==> config.mk <==
export PLATFORM = sky130hd
export DESIGN_NAME = fat_table_entry_locate_decode
export DESIGN_NICKNAME = d
export VERILOG_FILES = /design/src/fatd_pkg.sv /design/src/fatd_geom.sv /design/src/fat_table_entry_locate_decode.sv
export SDC_FILE = /design/constraint.sdc
export NUM_CORES = 2
export LEC_CHECK = 0
export BUFFER_PORTS_ARGS = -buffer_cell sky130_fd_sc_hd__buf_2
export CORE_MARGIN = 1.5
export CORE_UTILIZATION = 56
export DETAILED_ROUTE_END_ITERATION = 10
export GPL_TIMING_DRIVEN = 0
export PLACE_DENSITY_LB_ADDON = 0.15
export RECOVER_POWER = 50
export SKIP_CTS_REPAIR_TIMING = 1
export SYNTH_ARGS = -nofsm -noshare
export SYNTH_HDL_FRONTEND = slang
export SYNTH_SLANG_ARGS = --single-unit
==> constraint.sdc <==
create_clock -name clk_i -period 5.78 [get_ports clk_i]
set_clock_uncertainty 0.2 [all_clocks]
set_input_delay 0.867 -clock clk_i [delete_from_list [all_inputs] [get_ports clk_i]]
set_output_delay 0.867 -clock clk_i [all_outputs]
set_load 0.01 [all_outputs]
==> src/fatd_pkg.sv <==
package fatd_pkg;

  localparam int unsigned KindW    = 2;
  localparam int unsigned ClusterW = 28;
  localparam int unsigned RawW     = 32;
  localparam int unsigned SectorW  = 32;
  localparam int unsigned OffsetW  = 12;
  localparam int unsigned ClassW   = 3;
  localparam int unsigned TypeW    = 2;
  localparam int unsigned CfgIdxW  = 3;
  localparam int unsigned CfgDataW = 32;
  localparam int unsigned OverW    = 41;

  typedef enum logic [KindW-1:0] {
    KIND_LOCATE   = 2'd0,
    KIND_CLASSIFY = 2'd1,
    KIND_DATA     = 2'd2,
    KIND_NONE     = 2'd3
  } kind_e;

  typedef enum logic [TypeW-1:0] {
    VOL_FAT12 = 2'd0,
    VOL_FAT16 = 2'd1,
    VOL_FAT32 = 2'd2
  } vol_type_e;

  typedef enum logic [ClassW-1:0] {
    CLS_FREE     = 3'd0,
    CLS_NEXT     = 3'd1,
    CLS_RESERVED = 3'd2,
    CLS_BAD      = 3'd3,
    CLS_END      = 3'd4,
    CLS_INVALID  = 3'd5
  } entry_class_e;

  typedef enum logic [CfgIdxW-1:0] {
    CFG_SECTOR_LOG2     = 3'd0,
    CFG_CLUSTER_LOG2    = 3'd1,
    CFG_RESERVED        = 3'd2,
    CFG_FAT_COPIES      = 3'd3,
    CFG_SECTORS_PER_FAT = 3'd4,
    CFG_ROOT_ENTRIES    = 3'd5,
    CFG_TOTAL_SECTORS   = 3'd6
  } cfg_idx_e;

  localparam logic [31:0] Fat12Limit = 32'd4085;
  localparam logic [31:0] Fat16Limit = 32'd65525;

  localparam logic [ClusterW-1:0] Base12 = 28'h0000FF0;
  localparam logic [ClusterW-1:0] Base16 = 28'h000FFF0;
  localparam logic [ClusterW-1:0] Base32 = 28'hFFFFFF0;

  typedef struct packed {
    logic [3:0]  sector_log2;
    logic [2:0]  cluster_log2;
    logic [15:0] reserved;
    logic [7:0]  fat_copies;
    logic [31:0] sectors_per_fat;
    logic [15:0] root_entries;
    logic [31:0] total_sectors;
  } cfg_t;

  localparam cfg_t CfgReset = '{
    sector_log2:     4'd9,
    cluster_log2:    3'd0,
    reserved:        16'd1,
    fat_copies:      8'd2,
    sectors_per_fat: 32'd9,
    root_entries:    16'd224,
    total_sectors:   32'd2880
  };

  typedef struct packed {
    logic [31:0] cluster_total;
    logic [31:0] first_data_sector;
    vol_type_e   vol_type;
  } geom_t;

  // value of an entry plus the compares that do not depend on the cluster count
  typedef struct packed {
    logic [ClusterW-1:0] value;
    logic                zero;
    logic                ge2;
    logic                below;
    logic                rsv;
    logic                bad;
    logic                last;
  } entry_t;

  // sector size log2 saturated into 9..12, returned as 0..3
  function automatic logic [1:0] eff_sl2(input logic [3:0] sl);
    logic [1:0] r;
    if (sl < 4'd9) begin
      r = 2'd0;
    end else if (sl > 4'd12) begin
      r = 2'd3;
    end else begin
      r = 2'(sl - 4'd9);
    end
    return r;
  endfunction

  // bytes per sector minus one
  function automatic logic [OffsetW-1:0] sector_mask(input logic [1:0] sl2);
    logic [OffsetW:0] bps;
    bps = (OffsetW+1)'(512) << sl2;
    return OffsetW'(bps - (OffsetW+1)'(1));
  endfunction

endpackage

==> src/fatd_geom.sv <==
module fatd_geom (
  input  logic             clk_i,
  input  logic             rst_ni,
  input  fatd_pkg::cfg_t   cfg_i,
  output fatd_pkg::geom_t  geom_o
);
  import fatd_pkg::*;

  logic [1:0]        sl2;
  logic [21:0]       root_sum;
  logic [39:0]       prod_d, prod_q;
  logic [12:0]       root_d, root_q;
  logic [OverW-1:0]  over_d, over_q;
  logic [31:0]       data;
  logic [31:0]       ct_d, ct_q;
  logic [31:0]       fds_d, fds_q;
  vol_type_e         type_d, type_q;

  // stage one: fat area product and root directory sectors
  always_comb begin
    sl2      = eff_sl2(cfg_i.sector_log2);
    root_sum = {1'b0, cfg_i.root_entries, 5'b0} + 22'(sector_mask(sl2));
    root_d   = 13'(root_sum >> (5'd9 + 5'(sl2)));
    prod_d   = 40'(cfg_i.fat_copies) * 40'(cfg_i.sectors_per_fat);
  end

  // stage two: sectors ahead of the data region
  assign over_d = OverW'(cfg_i.reserved) + OverW'(prod_q) + OverW'(root_q);

  // stage three: cluster count and first data sector
  always_comb begin
    if ({9'b0, cfg_i.total_sectors} > over_q) begin
      data = cfg_i.total_sectors - over_q[31:0];
    end else begin
      data = '0;
    end
    ct_d  = data >> cfg_i.cluster_log2;
    fds_d = (|over_q[OverW-1:32]) ? '1 : over_q[31:0];
  end

  // stage four: fat type
  always_comb begin
    if (ct_q < Fat12Limit) begin
      type_d = VOL_FAT12;
    end else if (ct_q < Fat16Limit) begin
      type_d = VOL_FAT16;
    end else begin
      type_d = VOL_FAT32;
    end
  end

  always_ff @(posedge clk_i or negedge rst_ni) begin
    if (!rst_ni) begin
      prod_q <= 40'd18;
      root_q <= 13'd14;
      over_q <= OverW'(33);
      ct_q   <= 32'd2847;
      fds_q  <= 32'd33;
      type_q <= VOL_FAT12;
    end else begin
      prod_q <= prod_d;
      root_q <= root_d;
      over_q <= over_d;
      ct_q   <= ct_d;
      fds_q  <= fds_d;
      type_q <= type_d;
    end
  end

  assign geom_o = '{cluster_total: ct_q, first_data_sector: fds_q, vol_type: type_q};

endmodule

==> src/fat_table_entry_locate_decode.sv <==
// an item accepted at a clock edge has its result on the ports, with done_o, once it
//   has passed the five register stages incl. the output
// throughput: one item per cycle while busy_o is low, no stall from the receiver
// a configuration write holds busy_o high while the geometry chain re-derives
// reset: pipeline emptied, registers at boot defaults (2880 sectors, 512-byte sectors)
module fat_table_entry_locate_decode (
  input  logic                           clk_i,
  input  logic                           rst_ni,
  input  logic                           start_i,
  output logic                           busy_o,
  input  logic [fatd_pkg::KindW-1:0]     kind_i,
  input  logic [fatd_pkg::ClusterW-1:0]  cluster_i,
  input  logic [fatd_pkg::RawW-1:0]      raw_entry_i,
  input  logic                           cfg_we_i,
  input  logic [fatd_pkg::CfgIdxW-1:0]   cfg_idx_i,
  input  logic [fatd_pkg::CfgDataW-1:0]  cfg_wdata_i,
  output logic                           done_o,
  output logic [fatd_pkg::TypeW-1:0]     volume_type_o,
  output logic [fatd_pkg::SectorW-1:0]   sector_number_o,
  output logic [fatd_pkg::OffsetW-1:0]   byte_offset_o,
  output logic [fatd_pkg::ClassW-1:0]    entry_class_o,
  output logic [fatd_pkg::ClusterW-1:0]  next_cluster_o,
  output logic                           out_of_range_o
);
  import fatd_pkg::*;

  cfg_t        cfg_q;
  geom_t       geom;
  logic [1:0]  settle_q;
  logic [1:0]  sl2;
  logic [OffsetW-1:0] smask;

  // stage 1: captured item
  logic                v1_q;
  kind_e               kind1_q;
  logic [ClusterW-1:0] cl1_q;
  logic [RawW-1:0]     raw1_q;

  // stage 2: offsets and entry values for each fat type
  logic                v2_q;
  kind_e               kind2_q;
  logic [ClusterW-1:0] cl2_q;
  logic [29:0]         off_d [0:2];
  logic [29:0]         off2_q [0:2];
  entry_t              ent_d [0:2];
  entry_t              ent2_q [0:2];

  // stage 3: fat sector and byte offset per type, scaled data cluster
  logic                v3_q;
  kind_e               kind3_q;
  logic [ClusterW-1:0] cl3_q;
  logic [SectorW-1:0]  sect_d [0:2];
  logic [SectorW-1:0]  sect3_q [0:2];
  logic [OffsetW-1:0]  boff_d [0:2];
  logic [OffsetW-1:0]  boff3_q [0:2];
  entry_t              ent3_q [0:2];
  logic [SectorW-1:0]  dsh_d, dsh3_q;

  // stage 4: classes per type, range check, data sector
  logic                v4_q;
  kind_e               kind4_q;
  logic [SectorW-1:0]  sect4_q [0:2];
  logic [OffsetW-1:0]  boff4_q [0:2];
  entry_class_e        cls_d [0:2];
  entry_class_e        cls4_q [0:2];
  logic [ClusterW-1:0] nxt_d [0:2];
  logic [ClusterW-1:0] nxt4_q [0:2];
  logic                oor_d, oor4_q;
  logic [SectorW-1:0]  dsec_d, dsec4_q;

  // stage 5: output register
  logic                v5_q;
  logic [1:0]          tsel;
  logic [SectorW-1:0]  sect5_d, sect5_q;
  logic [OffsetW-1:0]  boff5_d, boff5_q;
  entry_class_e        cls5_d, cls5_q;
  logic [ClusterW-1:0] nxt5_d, nxt5_q;
  vol_type_e           type5_q;
  logic                oor5_q;

  function automatic entry_t make_entry(input logic [ClusterW-1:0] v,
                                        input logic [ClusterW-1:0] base);
    entry_t e;
    e.value = v;
    e.zero  = (v == '0);
    e.ge2   = (v >= ClusterW'(2));
    e.below = (v < base);
    e.rsv   = (v >= base) && (v <= base + ClusterW'(6));
    e.bad   = (v == base + ClusterW'(7));
    e.last  = (v >= base + ClusterW'(8));
    return e;
  endfunction

  // configuration registers
  always_ff @(posedge clk_i or negedge rst_ni) begin
    if (!rst_ni) begin
      cfg_q <= CfgReset;
    end else if (cfg_we_i) begin
      unique case (cfg_idx_i)
        CFG_SECTOR_LOG2:     cfg_q.sector_log2     <= cfg_wdata_i[3:0];
        CFG_CLUSTER_LOG2:    cfg_q.cluster_log2    <= cfg_wdata_i[2:0];
        CFG_RESERVED:        cfg_q.reserved        <= cfg_wdata_i[15:0];
        CFG_FAT_COPIES:      cfg_q.fat_copies      <= cfg_wdata_i[7:0];
        CFG_SECTORS_PER_FAT: cfg_q.sectors_per_fat <= cfg_wdata_i;
        CFG_ROOT_ENTRIES:    cfg_q.root_entries    <= cfg_wdata_i[15:0];
        CFG_TOTAL_SECTORS:   cfg_q.total_sectors   <= cfg_wdata_i;
        default: ;
      endcase
    end
  end

  always_ff @(posedge clk_i or negedge rst_ni) begin
    if (!rst_ni) begin
      settle_q <= 2'd0;
    end else if (cfg_we_i) begin
      settle_q <= 2'd3;
    end else if (settle_q != 2'd0) begin
      settle_q <= settle_q - 2'd1;
    end
  end

  assign busy_o = (settle_q != 2'd0);

  fatd_geom u_geom (
    .clk_i  (clk_i),
    .rst_ni (rst_ni),
    .cfg_i  (cfg_q),
    .geom_o (geom)
  );

  assign sl2   = eff_sl2(cfg_q.sector_log2);
  assign smask = sector_mask(sl2);

  // stage 1 -> 2
  always_comb begin
    logic [15:0] w;
    w = raw1_q[15:0];
    off_d[0] = 30'(cl1_q) + 30'(cl1_q >> 1);
    off_d[1] = {1'b0, cl1_q, 1'b0};
    off_d[2] = {cl1_q, 2'b00};
    // fat12: odd clusters sit in the upper 12 bits of the 16-bit word
    ent_d[0] = make_entry(ClusterW'(cl1_q[0] ? w[15:4] : w[11:0]), Base12);
    ent_d[1] = make_entry(ClusterW'(w), Base16);
    ent_d[2] = make_entry(raw1_q[ClusterW-1:0], Base32);
  end

  // stage 2 -> 3
  always_comb begin
    for (int t = 0; t < 3; t++) begin
      sect_d[t] = SectorW'(cfg_q.reserved) + SectorW'(off2_q[t] >> (5'd9 + 5'(sl2)));
      boff_d[t] = off2_q[t][OffsetW-1:0] & smask;
    end
    dsh_d = SectorW'(cl2_q - ClusterW'(2)) << cfg_q.cluster_log2;
  end

  // stage 3 -> 4
  always_comb begin
    logic [32:0] lim;
    lim   = {1'b0, geom.cluster_total} + 33'd1;
    oor_d = (cl3_q < ClusterW'(2)) || ({4'b0, cl3_q} > geom.cluster_total);
    dsec_d = geom.first_data_sector + dsh3_q;
    for (int t = 0; t < 3; t++) begin
      nxt_d[t] = '0;
      if (ent3_q[t].zero) begin
        cls_d[t] = CLS_FREE;
      end else if (ent3_q[t].ge2 && ent3_q[t].below &&
                   ({5'b0, ent3_q[t].value} <= lim)) begin
        cls_d[t] = CLS_NEXT;
        nxt_d[t] = ent3_q[t].value;
      end else if (ent3_q[t].rsv) begin
        cls_d[t] = CLS_RESERVED;
      end else if (ent3_q[t].bad) begin
        cls_d[t] = CLS_BAD;
      end else if (ent3_q[t].last) begin
        cls_d[t] = CLS_END;
      end else begin
        cls_d[t] = CLS_INVALID;
      end
    end
  end

  // stage 4 -> 5: pick the volume's type, zero what the kind leaves undefined
  always_comb begin
    unique case (geom.vol_type)
      VOL_FAT12: tsel = 2'd0;
      VOL_FAT16: tsel = 2'd1;
      default:   tsel = 2'd2;
    endcase
    sect5_d = '0;
    boff5_d = '0;
    cls5_d  = CLS_FREE;
    nxt5_d  = '0;
    unique case (kind4_q)
      KIND_LOCATE: begin
        sect5_d = sect4_q[tsel];
        boff5_d = boff4_q[tsel];
      end
      KIND_CLASSIFY: begin
        cls5_d = cls4_q[tsel];
        nxt5_d = nxt4_q[tsel];
      end
      KIND_DATA: begin
        sect5_d = oor4_q ? '0 : dsec4_q;
      end
      default: ;
    endcase
  end

  always_ff @(posedge clk_i or negedge rst_ni) begin
    if (!rst_ni) begin
      v1_q <= 1'b0;
      v2_q <= 1'b0;
      v3_q <= 1'b0;
      v4_q <= 1'b0;
      v5_q <= 1'b0;
    end else begin
      v1_q <= start_i && !busy_o;
      v2_q <= v1_q;
      v3_q <= v2_q;
      v4_q <= v3_q;
      v5_q <= v4_q;
    end
  end

  always_ff @(posedge clk_i) begin
    kind1_q <= kind_e'(kind_i);
    cl1_q   <= cluster_i;
    raw1_q  <= raw_entry_i;

    kind2_q <= kind1_q;
    cl2_q   <= cl1_q;
    off2_q  <= off_d;
    ent2_q  <= ent_d;

    kind3_q <= kind2_q;
    cl3_q   <= cl2_q;
    sect3_q <= sect_d;
    boff3_q <= boff_d;
    ent3_q  <= ent2_q;
    dsh3_q  <= dsh_d;

    kind4_q <= kind3_q;
    sect4_q <= sect3_q;
    boff4_q <= boff3_q;
    cls4_q  <= cls_d;
    nxt4_q  <= nxt_d;
    oor4_q  <= oor_d;
    dsec4_q <= dsec_d;

    sect5_q <= sect5_d;
    boff5_q <= boff5_d;
    cls5_q  <= cls5_d;
    nxt5_q  <= nxt5_d;
    type5_q <= geom.vol_type;
    oor5_q  <= oor4_q;
  end

  assign done_o          = v5_q;
  assign volume_type_o   = type5_q;
  assign sector_number_o = sect5_q;
  assign byte_offset_o   = boff5_q;
  assign entry_class_o   = cls5_q;
  assign next_cluster_o  = nxt5_q;
  assign out_of_range_o  = oor5_q;

endmodule

Word level (Yosys, flattened, before mapping)
Index checks and enable logic that the tools add are counted.
- $add $sub $neg: 15
- multiply operators: 1
- magnitude comparators: 26
- equality and inequality tests: 12
- shift-type cells: 7
- muxes and demuxes: 36
- bitwise operators: 7
- reductions and logical operators: 37
- operators by type and width (kind ; number):
    32-bit 2-to-1 mux ; 5
    16-bit by 32-bit adder with 32-bit output ; 3
    32-bit binary-select mux with 2-bit select ; 1
    32-bit one-hot mux with 2 select lines ; 1
    29-bit by 5-bit >> shifter with 32-bit output ; 2
    28-bit binary-select mux with 2-bit select ; 1
    28-bit >= comparator (second input constant) ; 2
    28-bit logical NOT ; 2
    28-bit 2-to-1 mux ; 2
    16-bit by 40-bit adder with 41-bit output ; 1
    41-bit by 13-bit adder with 41-bit output ; 1
    32-bit by 41-bit greater-than comparator with 1-bit output ; 1
    8-bit by 32-bit multiplier with 40-bit output ; 1
    12-bit bitwise AND ; 3
    12-bit 2-to-1 mux ; 3
    32-bit by 1-bit adder with 33-bit output (second input constant) ; 1
    12-bit by 33-bit <= comparator with 1-bit output ; 1
    16-bit by 33-bit <= comparator with 1-bit output ; 1
    28-bit by 33-bit <= comparator with 1-bit output ; 1
    32-bit adder ; 1
    16-bit >= comparator (second input constant) ; 2
    28-bit by 32-bit greater-than comparator with 1-bit output ; 1
    32-bit by 12-bit < comparator with 1-bit output (second input constant) ; 1
    32-bit by 16-bit < comparator with 1-bit output (second input constant) ; 1
    other kinds (53) ; 102
- bits in registers: 1047
- input port bits: 101
- output and inout bits: 80
- logic and storage cells: 244

Longest topological paths before layout
- depth in word-level cells: 7
- depth in mapped cells: 22
- gate-level depth less buffers: 22

Hierarchy
A second synthesis with hierarchy kept.
- cell total of the unflattened synthesis: 4694
- area, all modules: 47732.0 um2
- modules (own cells, without submodules) (module ; instances ; cells an instance ; area each (um2) ; seq. area each (um2)):
    fat_table_entry_locate_decode ; 1 ; 2712 ; 29682.2 ; 15881.5
    fatd_geom ; 1 ; 1982 ; 18049.8 ; 4025.1

Worst setup path before layout
OpenSTA, ideal clock, no wires.
- path type: flip-flop to flip-flop
- from: reg cfg_q[87] (netlist name)
- to: reg u_geom.prod_q[38]
- library setup time: 0.080 ns
- arrival time: 5.472 ns
- path slack: 0.028 ns
- cell stages (with the launch flop): 22
- buffers on the path: 1
- clock period less this slack: 5.752 ns
- cell sequence: dfrtp_1 -> clkbuf_1 -> nand2_1 -> fa_1 -> fa_1 -> inv_1 -> fa_1 -> inv_1 -> fa_1 -> inv_1 -> ha_1 -> and2_1 -> o21ai_0 -> o21ai_0 -> o41ai_1 -> o21ai_0 -> o21ai_0 -> o21ai_0 -> a21oi_1 -> o21ai_0 -> a21oi_1 -> xnor2_1
- cells in the longest elaborated chain, start to end: 1
- ends and longest elaborated chain (item ; RTL line ; text):
    from (decl) ; fat_table_entry_locate_decode.sv:27 ; cfg_t cfg_q;
    from (signal assigned) ; fat_table_entry_locate_decode.sv:97 ; cfg_q <= CfgReset;
    8-bit by 32-bit multiplier with 40-bit output ; fatd_geom.sv:24 ; prod_d = 40'(cfg_i.fat_copies) * 40'(cfg_i.sectors_per_fat);
    via u_geom.prod_d[38] ; fatd_geom.sv:11 ; logic [39:0] prod_d, prod_q;
    to (signal assigned) ; fatd_geom.sv:61 ; prod_q <= prod_d;
    to (decl) ; fatd_geom.sv:11 ;
The timed path passes the listed nets, and every way through them passes these cells.
A chain may end at the register's enable or synchronous reset.

Final worst setup path
- from: reg cfg_q[87] (netlist name)
- to: reg u_geom.prod_q[39]
Same word-level chain as after synthesis.

==> impl_metrics.ini <==
[status]
outcome = finished with violations
violations = capacitance limit, slew limit

[pwr]
powerDensity_mw_per_mm2 = 657
clkPwrFrac = 0.181
leakage_nw = 23.3
p_seq_frac = 0.264
p_sw_frac = 0.422
p_comb_frac = 0.555
total_power_w = 0.0346
p_switching_w = 0.0146
p_int_w = 0.0200
max-vdd-ir-drop_v = 0.000458

[yosys]
ys_top_cells_by_area = dfxtp_1 28%, dfrtp_1 13%, fa_1 8.6%, ha_1 7.9%, and2_1 4.0%
yosys_register_bits = 923
synth_edf_count = 0
synth_top_area_share = 0.277
ys_top_cells_by_count = 645 x dfxtp_1, 338 x inv_1, 297 x and2_1
yosys.area_share.simple = 0.138
yosys.area_share.xor_xnor = 0.0443
syn_area_mm2 = 0.0466
ys_types = 90
synth_top_cell_by_area = dfxtp_1
synthArstFlopShare = 0.301
synth_top_family_by_area = adder cells
ys_warn_count = 0
synth.area.mux_share = 0.0716
netlist_instances = 4512
synthesis.nets = 5108
avgSynthCellArea_um2 = 10.3
synth_flop_cell = dfxtp_1
yosysSeqAreaShare = 0.427
synth_fa_ha_area_frac = 0.165
synth_compound_area_frac = 0.113
yosys.cell_count.top_type = dfxtp_1

[setup_path]
r2r-start = cfg_q[87]
slowest_stage = fa_1
crit_start = cfg_q[87]
critPathArrivalTime_ns = 6.05
critPathCaptureType = flip-flop
start_kind = flip-flop
path_cells = buf_4, and2_1, fa_1, fa_1, fa_1, inv_1, fa_1, inv_1, ha_2, a21o_1, a21o_1, a21o_1, a21o_1, a2111oi_4, a21oi_2, a41o_1, nor3b_1, o21bai_1, a21oi_2, xnor2_1
path_buf_inv = 3
required_ns = 6.17
critPathMaxFanout = 10
cp_top_family = adder cells
critPathMaxStageDelay_ns = 0.55
criticalPathCategory = flip-flop to flip-flop

[sta]
fin_ws_ns = 0.125
tns_ns = 0
relSlewSlack = -1.38
rsz0062_at_grt = yes
tightest_slew_ns = 3.58
timing.final.crit_share = 0.978
drv_slew = 71
finalCriticalPeriod_ns = 5.65
hold_viol = 0
timing.fmax_mhz = 177
setup_viol = 0

[global_routing]
grt_pass1_vias = 32900
grt_pass1_wl_um = 191000
antenna_found_initial = 5
track_usage = 0.293
grt_max_degree = 129
grt_overflow = 0

[drt]
ant_nets = 0
routed_wl_um = 126000
vias_per_cell = 5.70
vias = 33900
drc_errors = 0
wire_per_inst_um = 21.2
first_iter_violations = 2212
first_pass_iters = 6

[die]
fp.dieH_um = 292
core_mm2 = 0.0822
start_util = 0.567
rows = 105
ioPinCount = 181
die_x_um = 292
fp.dieArea_mm2 = 0.0850

[place]
portBuffers = 173
preCtsSetupSlack_ns = -2.45
placedCellCount = 5761
place_congestion = 0.981
dp_hpwl_um = 97800

[min_path]
holdCritStartpoint = cluster_i[10]
hold_path.class = primary input to flip-flop

[cells_and_area]
stdcell_count = 5948
diodes = 0
syn2layout_area_growth_pct = 13.0
fin_nets = 5397
drive_gt1_frac = 0.128

[clock_tree]
clock_sinks = 923
numCtsBuffers = 93
clock_latency_ns = 0.68
clockBufferDepth = 3
cts_tree = yes
clkTransAtPathRegs_ns = 0.06
cts_max_level = 3
cts_root_buf = clkbuf_16

[run]
cap_violations = 1
worst paths after layout:
check / to / slack (ns) / cells past startpoint
worst max-delay path: u_geom.prod_q[39] / 0.13 / 20
worst min-delay path: cl1_q[10] / 0.07 / 1
worst max register to register: u_geom.prod_q[39] / 0.13 / 20
worst min register to register: boff4_q[33] / 0.11 / 0
max in group asynchronous: cfg_q[84] / 1.04 / 2
min in group asynchronous: cfg_q[76] / 1.97 / 2
power groups by stage:
stage               logic [W]  clock network, W  registers, W
global placement       0.0178                 0       0.00923
CTS                    0.0182           0.00637       0.00915
floorplan              0.0141                 0       0.00891
finish                 0.0192           0.00626       0.00916
global route           0.0215           0.00665       0.00929
detailed placement     0.0181                 0       0.00926
routing by layer:
metal  GRT usage  up-vias  wire length, µm  share of wire
met5           0        -               50        0.00040
met4       0.118        8             5150          0.041
li1            -    16100                -              -
met1       0.384    16500            53800           0.43
met2       0.488     1054            59800           0.47
met3      0.0420      262             7100          0.056
cell type report:
cell class              instances  area, µm²
fillers                      6721      29500
multi-input cells            3091      25100
flip-flops and latches        923      19900
clock buffers                 127       2680
well taps                    1070       1340
inverters                     341       1290
repair buffers                195       1070
plain buffers                 156        698
clock inverters                45        598
cell families after synthesis:
kind of cell | Yosys count
AND/OR/NAND/NOR | 1233
flip-flops | 923
AO/OA/AOI/OAI | 818
buffers and inverters | 498
adder cells (fa/ha/maj) | 495
multiplexers | 309
XOR/XNOR | 236
stage by stage:
| stage | area, µm² | util | hold WS (ns) |
|---|---|---|---|
| global route | 52700 | 0.641 | 0.0447 |
| floorplan | 46600 | - | 0.110 |
| global placement | 48800 | 0.594 | 0.110 |
| CTS | 52200 | 0.635 | -0.0422 |
| finish | 52700 | 0.641 | 0.0737 |
| detailed placement | 48900 | 0.595 | 0.112 |
placed cells by master, fill, tap and decap left out, drive strengths merged, types with 12 or more instances in the layout:
| cell | instances |
|---|---|
| a211oi | 34 |
| a21o | 90 |
| a21oi | 230 |
| a22oi | 19 |
| a31oi | 17 |
| and2 | 308 |
| and3 | 26 |
| buf | 222 |
| clkbuf | 254 |
| clkinv | 23 |
| dfrtp | 248 |
| dfstp | 30 |
| dfxtp | 645 |
| fa | 200 |
| ha | 295 |
| inv | 345 |
| mux2 | 117 |
| mux2i | 184 |
| nand2 | 239 |
| nand2b | 26 |
| nand3 | 70 |
| nand4 | 86 |
| nor2 | 262 |
| nor2b | 33 |
| nor3 | 82 |
| nor4 | 35 |
| o211ai | 21 |
| o21a | 45 |
| o21ai | 175 |
| o21bai | 31 |
| o22ai | 22 |
| o31a | 12 |
| o31ai | 15 |
| or2 | 14 |
| xnor2 | 186 |
| xor2 | 50 |
worst reg2reg max path, cell delays in order, from the launching register on:
cell	delay (ns)
dfrtp_2	0.49
buf_4	0.22
and2_1	0.17
fa_1	0.55
fa_1	0.44
fa_1	0.54
inv_1	0.05
fa_1	0.53
inv_1	0.04
ha_2	0.31
a21o_1	0.17
a21o_1	0.17
a21o_1	0.18
a21o_1	0.23
a2111oi_4	0.38
a21oi_2	0.13
a41o_1	0.27
nor3b_1	0.19
o21bai_1	0.11
a21oi_2	0.14
xnor2_1	0.12
registers in the layout (all words and copies together) (netlist names), 40 cells and up:
name and cells:
ent2_q 58, u_geom.over_q 41, ent3_q 58, cfg_q 111, off2_q 57, sect3_q 64
sect4_q 64, u_geom.prod_q 40, nxt4_q 56
Power figures use the tool's default switching activity.
